[config.mk]
export PLATFORM = sky130hd
export DESIGN_NAME = hse_front_flat
export DESIGN_NICKNAME = d
export VERILOG_FILES = /design/src/rtl/core/hse_pkg.sv /design/src/rtl/core/hse_if.sv /design/src/rtl/core/hse_front.sv /design/src/flat_wrapper.sv
export SDC_FILE = /design/constraint.sdc
export NUM_CORES = 1
export LEC_CHECK = 0
export BUFFER_PORTS_ARGS = -buffer_cell sky130_fd_sc_hd__buf_2
export CORE_ASPECT_RATIO = 1.75
export CORE_MARGIN = 5
export CORE_UTILIZATION = 50
export DETAILED_ROUTE_END_ITERATION = 12
export PLACE_DENSITY = 0.71
export SLEW_MARGIN = 20
export SYNTH_ARGS = -nofsm -noshare
export SYNTH_HDL_FRONTEND = slang
export SYNTH_SLANG_ARGS = --single-unit
[constraint.sdc]
create_clock -name clk -period 4.87 [get_ports clk]
set_input_delay 0.2435 -clock clk [delete_from_list [all_inputs] [get_ports clk]]
set_output_delay 0.2435 -clock clk [all_outputs]
set_load 0.02 [all_outputs]
[src/rtl/core/hse_pkg.sv]
// Shared types, constants and SHA-256 helper functions for the HMAC-SHA-256 engine.
// No dependencies; every other file of the block but hse_if imports this package.
`timescale 1ns / 1ps

package hse_pkg;

	localparam int unsigned QUEUE_DEPTH_DEF = 4;
	localparam int unsigned CNT_W = 61;
	localparam logic [5:0] MAC_LEN_RESET = 6'd32;

	localparam logic [1:0] REQ_KEY = 2'd0;
	localparam logic [1:0] REQ_MSG = 2'd1;
	localparam logic [1:0] REQ_FIN = 2'd2;

	localparam logic [7:0] IPAD = 8'h36;
	localparam logic [7:0] OPAD = 8'h5c;
	localparam logic [7:0] PAD_MARK = 8'h80;
	// length of the outer hash input in bits: one key block plus the inner digest
	localparam logic [63:0] OUTER_BITS = 64'd768;

	localparam logic [255:0] SHA_IV = {
		32'h6a09e667, 32'hbb67ae85, 32'h3c6ef372, 32'ha54ff53a,
		32'h510e527f, 32'h9b05688c, 32'h1f83d9ab, 32'h5be0cd19
	};

	typedef enum logic [1:0] {
		OP_KEY,
		OP_MSG,
		OP_FIN
	} op_t;

	typedef struct packed {
		op_t        op;
		logic [7:0] data;
	} item_t;

	typedef struct packed {
		logic  valid;
		item_t item;
	} queue_head_t;

	typedef enum logic [1:0] {
		PH_KEYED,
		PH_KEYING,
		PH_MESSAGE
	} phase_t;

	typedef enum logic [1:0] {
		DST_WORK,
		DST_INNER,
		DST_OUTER
	} dest_t;

	typedef enum logic [4:0] {
		ST_IDLE,
		ST_KEY,
		ST_KEYWR,
		ST_KF,
		ST_KF_PAD1,
		ST_KF_PAD2,
		ST_KF_DIG,
		ST_KF_IN,
		ST_KF_OUT,
		ST_KF_END,
		ST_MSTART,
		ST_MSG,
		ST_MSGC,
		ST_FIN1,
		ST_FIN2,
		ST_FIN3,
		ST_FIN4,
		ST_WAIT,
		ST_EMIT
	} state_t;

	function automatic logic [31:0] ror32(input logic [31:0] x, input int unsigned n);
		ror32 = (x >> n) | (x << (32 - n));
	endfunction

	function automatic logic [31:0] sha_k(input logic [5:0] i);
		unique case (i)
			6'd0: sha_k = 32'h428a2f98;   6'd1: sha_k = 32'h71374491;
			6'd2: sha_k = 32'hb5c0fbcf;   6'd3: sha_k = 32'he9b5dba5;
			6'd4: sha_k = 32'h3956c25b;   6'd5: sha_k = 32'h59f111f1;
			6'd6: sha_k = 32'h923f82a4;   6'd7: sha_k = 32'hab1c5ed5;
			6'd8: sha_k = 32'hd807aa98;   6'd9: sha_k = 32'h12835b01;
			6'd10: sha_k = 32'h243185be;  6'd11: sha_k = 32'h550c7dc3;
			6'd12: sha_k = 32'h72be5d74;  6'd13: sha_k = 32'h80deb1fe;
			6'd14: sha_k = 32'h9bdc06a7;  6'd15: sha_k = 32'hc19bf174;
			6'd16: sha_k = 32'he49b69c1;  6'd17: sha_k = 32'hefbe4786;
			6'd18: sha_k = 32'h0fc19dc6;  6'd19: sha_k = 32'h240ca1cc;
			6'd20: sha_k = 32'h2de92c6f;  6'd21: sha_k = 32'h4a7484aa;
			6'd22: sha_k = 32'h5cb0a9dc;  6'd23: sha_k = 32'h76f988da;
			6'd24: sha_k = 32'h983e5152;  6'd25: sha_k = 32'ha831c66d;
			6'd26: sha_k = 32'hb00327c8;  6'd27: sha_k = 32'hbf597fc7;
			6'd28: sha_k = 32'hc6e00bf3;  6'd29: sha_k = 32'hd5a79147;
			6'd30: sha_k = 32'h06ca6351;  6'd31: sha_k = 32'h14292967;
			6'd32: sha_k = 32'h27b70a85;  6'd33: sha_k = 32'h2e1b2138;
			6'd34: sha_k = 32'h4d2c6dfc;  6'd35: sha_k = 32'h53380d13;
			6'd36: sha_k = 32'h650a7354;  6'd37: sha_k = 32'h766a0abb;
			6'd38: sha_k = 32'h81c2c92e;  6'd39: sha_k = 32'h92722c85;
			6'd40: sha_k = 32'ha2bfe8a1;  6'd41: sha_k = 32'ha81a664b;
			6'd42: sha_k = 32'hc24b8b70;  6'd43: sha_k = 32'hc76c51a3;
			6'd44: sha_k = 32'hd192e819;  6'd45: sha_k = 32'hd6990624;
			6'd46: sha_k = 32'hf40e3585;  6'd47: sha_k = 32'h106aa070;
			6'd48: sha_k = 32'h19a4c116;  6'd49: sha_k = 32'h1e376c08;
			6'd50: sha_k = 32'h2748774c;  6'd51: sha_k = 32'h34b0bcb5;
			6'd52: sha_k = 32'h391c0cb3;  6'd53: sha_k = 32'h4ed8aa4a;
			6'd54: sha_k = 32'h5b9cca4f;  6'd55: sha_k = 32'h682e6ff3;
			6'd56: sha_k = 32'h748f82ee;  6'd57: sha_k = 32'h78a5636f;
			6'd58: sha_k = 32'h84c87814;  6'd59: sha_k = 32'h8cc70208;
			6'd60: sha_k = 32'h90befffa;  6'd61: sha_k = 32'ha4506ceb;
			6'd62: sha_k = 32'hbef9a3f7;  6'd63: sha_k = 32'hc67178f2;
			default: sha_k = 32'h0;
		endcase
	endfunction

	// Pad a partial block: keep bytes below pos, mark at pos, zero the rest,
	// and put the bit length in the tail when it still fits.
	function automatic logic [511:0] pad_block(input logic [511:0] buf_in,
			input logic [5:0] pos, input logic [63:0] bits);
		logic [511:0] r;
		r = '0;
		for (int i = 0; i < 64; i++) begin
			if (i < int'(pos))
				r[511-8*i -: 8] = buf_in[511-8*i -: 8];
			else if (i == int'(pos))
				r[511-8*i -: 8] = PAD_MARK;
		end
		if (pos < 6'd56)
			r[63:0] = bits;
		pad_block = r;
	endfunction

	function automatic logic [511:0] xor_pad(input logic [511:0] k, input logic [7:0] p);
		logic [511:0] r;
		for (int i = 0; i < 64; i++)
			r[8*i +: 8] = k[8*i +: 8] ^ p;
		xor_pad = r;
	endfunction

endpackage

[src/rtl/core/hse_if.sv]
// Valid/ready channel interfaces for request items and MAC byte items.
// Depends on nothing.
`timescale 1ns / 1ps

interface hse_req_if;
	logic       valid;
	logic       ready;
	logic [1:0] req_type;
	logic [7:0] data_byte;

	modport source (output valid, output req_type, output data_byte, input ready);
	modport sink (input valid, input req_type, input data_byte, output ready);
endinterface


[src/rtl/core/hse_front.sv]
// Front end: accepts request items, classifies them and queues them for the sequencer.
// Depends on hse_pkg and hse_req_if.
`timescale 1ns / 1ps

module hse_front import hse_pkg::*; #(
	parameter int unsigned QueueDepth = QUEUE_DEPTH_DEF
) (
	input  logic         clk,
	input  logic         arst_n,
	hse_req_if.sink      req,
	output queue_head_t  head,
	input  logic         pop
);
	localparam int unsigned PtrW = $clog2(QueueDepth);
	localparam int unsigned CntW = $clog2(QueueDepth + 1);

	item_t           mem_q [QueueDepth];
	logic [PtrW-1:0] wr_ptr_q, rd_ptr_q;
	logic [CntW-1:0] count_q;
	logic            accept, push, do_pop;
	item_t           cls;

	assign req.ready = (count_q != CntW'(QueueDepth));
	assign accept    = req.valid && req.ready;

	// classify; an unused request code is accepted and dropped here
	always_comb begin
		cls.data = req.data_byte;
		push     = accept;
		unique case (req.req_type)
			REQ_KEY: cls.op = OP_KEY;
			REQ_MSG: cls.op = OP_MSG;
			REQ_FIN: cls.op = OP_FIN;
			default: begin
				cls.op = OP_FIN;
				push   = 1'b0;
			end
		endcase
	end

	assign head.valid = (count_q != '0);
	assign head.item  = mem_q[rd_ptr_q];
	assign do_pop     = pop && head.valid;

	always_ff @(posedge clk) begin
		if (push)
			mem_q[wr_ptr_q] <= cls;
	end

	always_ff @(posedge clk or negedge arst_n) begin
		if (!arst_n) begin
			wr_ptr_q <= '0;
			rd_ptr_q <= '0;
			count_q  <= '0;
		end else begin
			if (push)
				wr_ptr_q <= (wr_ptr_q == PtrW'(QueueDepth - 1)) ? '0 : wr_ptr_q + 1'b1;
			if (do_pop)
				rd_ptr_q <= (rd_ptr_q == PtrW'(QueueDepth - 1)) ? '0 : rd_ptr_q + 1'b1;
			if (push && !do_pop)
				count_q <= count_q + 1'b1;
			else if (do_pop && !push)
				count_q <= count_q - 1'b1;
		end
	end

endmodule

[src/flat_wrapper.sv]
// flat-port wrapper written by rule: the top's interface ports become plain ports
module hse_front_flat import hse_pkg::*;
#(
	parameter int unsigned QueueDepth = QUEUE_DEPTH_DEF
)
  (clk, arst_n, head, pop, req_valid, req_req_type, req_data_byte, req_ready);
  hse_req_if req_i ();
  input  logic clk;
  input  logic arst_n;
  output queue_head_t head;
  input  logic pop;
  input wire logic [$bits(req_i.valid)-1:0] req_valid;
  input wire logic [$bits(req_i.req_type)-1:0] req_req_type;
  input wire logic [$bits(req_i.data_byte)-1:0] req_data_byte;
  output wire logic [$bits(req_i.ready)-1:0] req_ready;
  assign req_i.valid = req_valid;
  assign req_i.req_type = req_req_type;
  assign req_i.data_byte = req_data_byte;
  assign req_ready = req_i.ready;
  hse_front #(.QueueDepth(QueueDepth)) u_core (.clk(clk), .arst_n(arst_n), .req(req_i), .head(head), .pop(pop));
endmodule
; ---- Word-level counts from Yosys, hierarchy flattened
; Memory sizes are Yosys's and may differ from the RTL's.
; Index checks and enable logic that the tools add are counted.
[classes]
add_sub_neg = 4
n_eq_ne = 5
reduce_logical = 10
n_mux = 8
[op_table]
columns = cell, n
row1 = "== test 2 bit, second input constant", 3
row2 = 2-to-1 mux 3 bit, 2
row3 = "adder 2 x 1 -> 2 bit, second input constant", 2
row4 = logical AND 1 bit, 4
row5 = 2-to-1 mux 2 bit, 2
row6 = case mux 2 bit (2 select lines), 1
row7 = "adder 3 x 1 -> 3 bit, second input constant", 1
row8 = 2-to-1 mux 1 bit, 3
row9 = "!= test 3 bit, second input constant", 1
row10 = nonzero test 3 bit, 1
row11 = OR reduction 3 bit, 1
row12 = "subtractor 3 x 1 -> 3 bit, second input constant", 1
row13 = "== test 2 x 1 -> 1 bit, second input constant", 1
row14 = logical NOT 1 bit, 2
row15 = logical NOT 2 bit, 1
row16 = nonzero test 2 bit, 1
[word_totals]
mem_bits_rw = 40
input_bits = 14
out_inout_bits = 12
reg_bits = 7
word_cells = 31
mem_count = 1
[memory_table]
columns = memory, words, width, rd, rd_clocked_by_memory_dff, write_ports, line_no
row1 = u_core.mem_q, 4, 10, 1, 0, 1, hse_front.sv:17  ; item_t mem_q [QueueDepth];

; ---- Longest topological paths before layout
[depth]
word_depth = 7
depth_mapped = 9
depth_no_buf = 8

; ---- Least setup slack after synthesis
; No wires, ideal clock.
[synth_path]
kind = reg2reg
start = register u_core.count_q[0]
end = register u_core.count_q[1]
setup_time_ps = 125
period_less_slack_ps = 2256
t_arrival_ps = 2131
required_time_ps = 4745
path_stages_with_launch = 8
path_slack_ps = 2614
n_path_buf = 1
cell_sequence = dfrtp_1 -> or3b_1 -> and3_1 -> buf_6 -> ha_1 -> inv_1 -> fa_1 -> mux2_2
[synth_via]
elab_chain_len = 6
word_cells_on_any_way = 14
classes_between = add/sub (2) / eq/ne (1) / mux (3) / reduce/logical (8)
[synth_rtl]
columns = item, line_no
row1 = start: declaration, hse_front.sv:19  ; logic [CntW-1:0] count_q;
row2 = start signal: assignment, hse_front.sv:61  ; count_q <= count_q + 1'b1;
row3 = start signal: assignment, hse_front.sv:63  ; count_q <= count_q - 1'b1;
row4 = != test 3 bit (*), hse_front.sv:23  ; assign req.ready = (count_q != CntW'(QueueDepth));
row5 = named net req_ready, flat_wrapper.sv:15  ; output wire logic [$bits(req_i.ready)-1:0] req_ready;
row6 = logical AND 1 bit (*), hse_front.sv:24  ; assign accept = req.valid && req.ready;
row7 = 2-to-1 mux 1 bit (*), hse_front.sv:30  ; unique case (req.req_type)
row8 = named net u_core.push, hse_front.sv:20  ; logic accept, push, do_pop;
row9 = logical NOT 1 bit, hse_front.sv:62  ; else if (do_pop && !push)
row10 = logical AND 1 bit, hse_front.sv:62
row11 = nonzero test 2 bit (no source line), --
; Mark *: on every way through the listed nets, which the timed path passes. The rest lies on a longest branch. The select of a mux whose other input is x is not followed.
; A chain may end at the register's enable or synchronous reset.

; ---- Final worst setup path
[layout_path]
start = register u_core.count_q[0]
end = register u_core.count_q[2]
[layout_via]
elab_chain_len = 6
word_cells_on_any_way = 14
classes_between = add/sub (2) / eq/ne (1) / mux (3) / reduce/logical (8)
[layout_rtl]
columns = item
row1 = "parallel branches: the longest is 6 deep, another holds subtractor 3 x 1 -> 3 bit"
; Parallel ways; which one is timed is not known. The select of a mux whose other input is x is not followed.

==> impl_metrics.yaml <==
clock_tree:
  cts_tree: "built"
  clk_latency_ps: 290
  htree_levels: 2
  postCtsSetupBuffers: 0
  holdBufCountCts: 1
  cts_buffers: 5
  cts_buffer_depth: 2
  clock-sinks: 47
  clkTransAtPathRegs_ps: 70
  cts_root_buf: "clkbuf_8"
  cts_resized: 0
floorplanning:
  start_util_pct: 51.8
  die_x_um: 56.6
  ios: 26
  die_h_um: 91.5
  core_um2: 3660
  dieArea_um2: 5180
  fp-row-count: 29
timing:
  finalWorstSetupSlack_ps: 2630
  rsz0062_at_grt: "no"
  skew_ps: 5.09
  timing.final.crit_period_ps: 2240
  slew_violations: 0
  report.final.setup_viol: 0
  maxSlewHeadroom_pct: 52.9
  worst_pin_slew_ps: 707
  hold_viol_final: 0
  fmax_mhz: 446
  fin_crit_sh_pct: 46.1
  setup_tns_ps: 0
final_layout:
  diodes: 0
  final_common_cell: "edfxtp_1"
  nNetsFinal: 142
  post-route-util_pct: 58.6
  syn_to_final_growth_pct: 13.1
  fillerInstances: 276
  mostFrequentLayoutCells: "edfxtp_1 (40), buf_2 (25), mux4_2 (10)"
  drive_gt1_share_pct: 41.0
setup_path:
  cp-start-kind: "flip-flop"
  cp.required_ps: 5080
  worst_ep_arrival_time_ps: 2450
  path_max_fanout: 4
  critPathKind: "reg -> reg"
  cp-end-kind: "flip-flop"
power_and_ir_drop:
  vdd_ir_drop_max_v: 0.000358
  power_density_nw_per_um2: 567
  p_leak_nw: 0.793
synthesis:
  ys_seq_area_share_pct: 72.5
  synth_nets: 113
  synth.cell_area_um2: 1900
  synth_cell_types: 20
  synthCells: 92
  synth_warnings: 0
  syn_avg_cell_area_um2: 20.6
  synth_seq_cells: 47
routing:
  routed_wl_mm: 2.81
  num_vias: 891
  wl_per_cell_um: 16.7
  drt_first_iter_violations: 13
  drtPass1Iterations: 2
  drcViolationCount: 0
  vias_per_cell: 5.30
  ant_nets: 0
placed_design:
  gp_congestion: 0.676
  io_buffers: 25
  dp_slack_ps: 2650
  dpl.hpwl_mm: 2.05
min_path:
  hold_path_class: "in -> reg"
global_route:
  grt_max_degree: 14
  overflow: 0
  grtUsageTotal_pct: 12.7
  antenna_found_initial: 0
  grt_pass1_wl_mm: 4.89
  grt_pass1_vias: 1014
status:
  status: "completed"
run:
  drv_cap: 0
## worst paths after layout
check                                         startpoint                             end  slack [ps]  cells after the start
setup / recovery           u_core.count_q[0]$_DFFE_PN0P_   u_core.count_q[2]$_DFFE_PN0P_        2630                      8
hold / removal                          req_data_byte[2]    u_core.mem_q[3][2]$_DFFE_PP_         170                      1
setup reg to reg           u_core.count_q[0]$_DFFE_PN0P_   u_core.count_q[2]$_DFFE_PN0P_        2630                      8
hold reg to reg            u_core.count_q[2]$_DFFE_PN0P_   u_core.count_q[2]$_DFFE_PN0P_         510                      1
max in group asynchronous                         arst_n  u_core.rd_ptr_q[0]$_DFFE_PN0P_        4380                      2
min in group asynchronous                         arst_n  u_core.wr_ptr_q[1]$_DFFE_PN0P_         320                      2
## power by group
group / leakage [nW] / switching, mW / internal, mW / total [mW]
clock network: 0.0403 / 0.112 / 0.0978 / 0.209
registers: 0.448 / 0.0828 / 0.525 / 0.608
logic: 0.305 / 0.198 / 0.203 / 0.401
## flip-flops by register name (all words and copies together) (netlist names)
register         flops
u_core.wr_ptr_q      2
u_core.mem_q        40
u_core.count_q       3
u_core.rd_ptr_q      2
## final cells by class
| type | count | area, µm² | share of cell area, % |
|---|---|---|---|
| tap | 46 | 57.6 | 2.68 |
| sequential | 47 | 1380 | 64.1 |
| multi-input combinational | 38 | 488 | 22.7 |
| timing repair buffer | 26 | 135 | 6.29 |
| inverter | 3 | 11.3 | 0.524 |
| clock inverter | 2 | 7.51 | 0.349 |
| clock buffer | 6 | 72.6 | 3.38 |
## cells in the mapped netlist
master	instances	area [µm²]
nor2_1	3	11.3
mux4_2	10	225
edfxtp_1	40	1200
xor2_1	2	17.5
mux2_4	2	30.0
inv_1	3	11.3
nor2b_1	1	6.26
xnor2_1	1	8.76
or3b_1	1	8.76
and2_2	4	30.0
and3_1	1	6.26
nand2_1	2	7.51
dfrtp_1	7	175
ha_1	6	75.1
fa_1	1	20.0
mux2_2	3	33.8
buf_6	1	11.3
clkbuf_1	2	7.51
buf_2	1	5.00
or3_2	1	7.51
## worst max-delay path, stage by stage, from the launching register on
cell and delay (ps):
dfrtp_1 430, or3_2 510, nand2_1 140, ha_1 200
inv_1 60, fa_1 370, xor2_1 160, nor2_1 120
xor2_1 180
## per-layer routing
layer,vias to the layer above,track usage (%),share of wire (%)
li1,414,-,-
met1,443,15.0,39
met2,28,20.9,53
met3,6,3.69,5.8
met4,0,5.94,2.4
met5,-,0,0
## cells by family after synthesis
kind of cell	Yosys count	synth area share (%)
and+or+nand+nor	13	4.09
muxes	15	15.2
buffers and inverters	7	1.84
adders and majority gates	7	5.01
xor gates and xnor gates	3	1.38
DFF	47	72.5
## through the flow
step | total power [mW] | hold slack [ps] | instances | cell area [µm²]
floorplan | 0.909 | -52.1 | 92 | 1900
global placement | 1.01 | 83.6 | 159 | 2060
detailed placement | 1.03 | 93.3 | 159 | 2060
CTS | 1.24 | 159 | 168 | 2150
global route | 1.30 | 155 | 168 | 2150
finish | 1.22 | 168 | 168 | 2150
No activity file was read; power rests on OpenSTA's default activity.
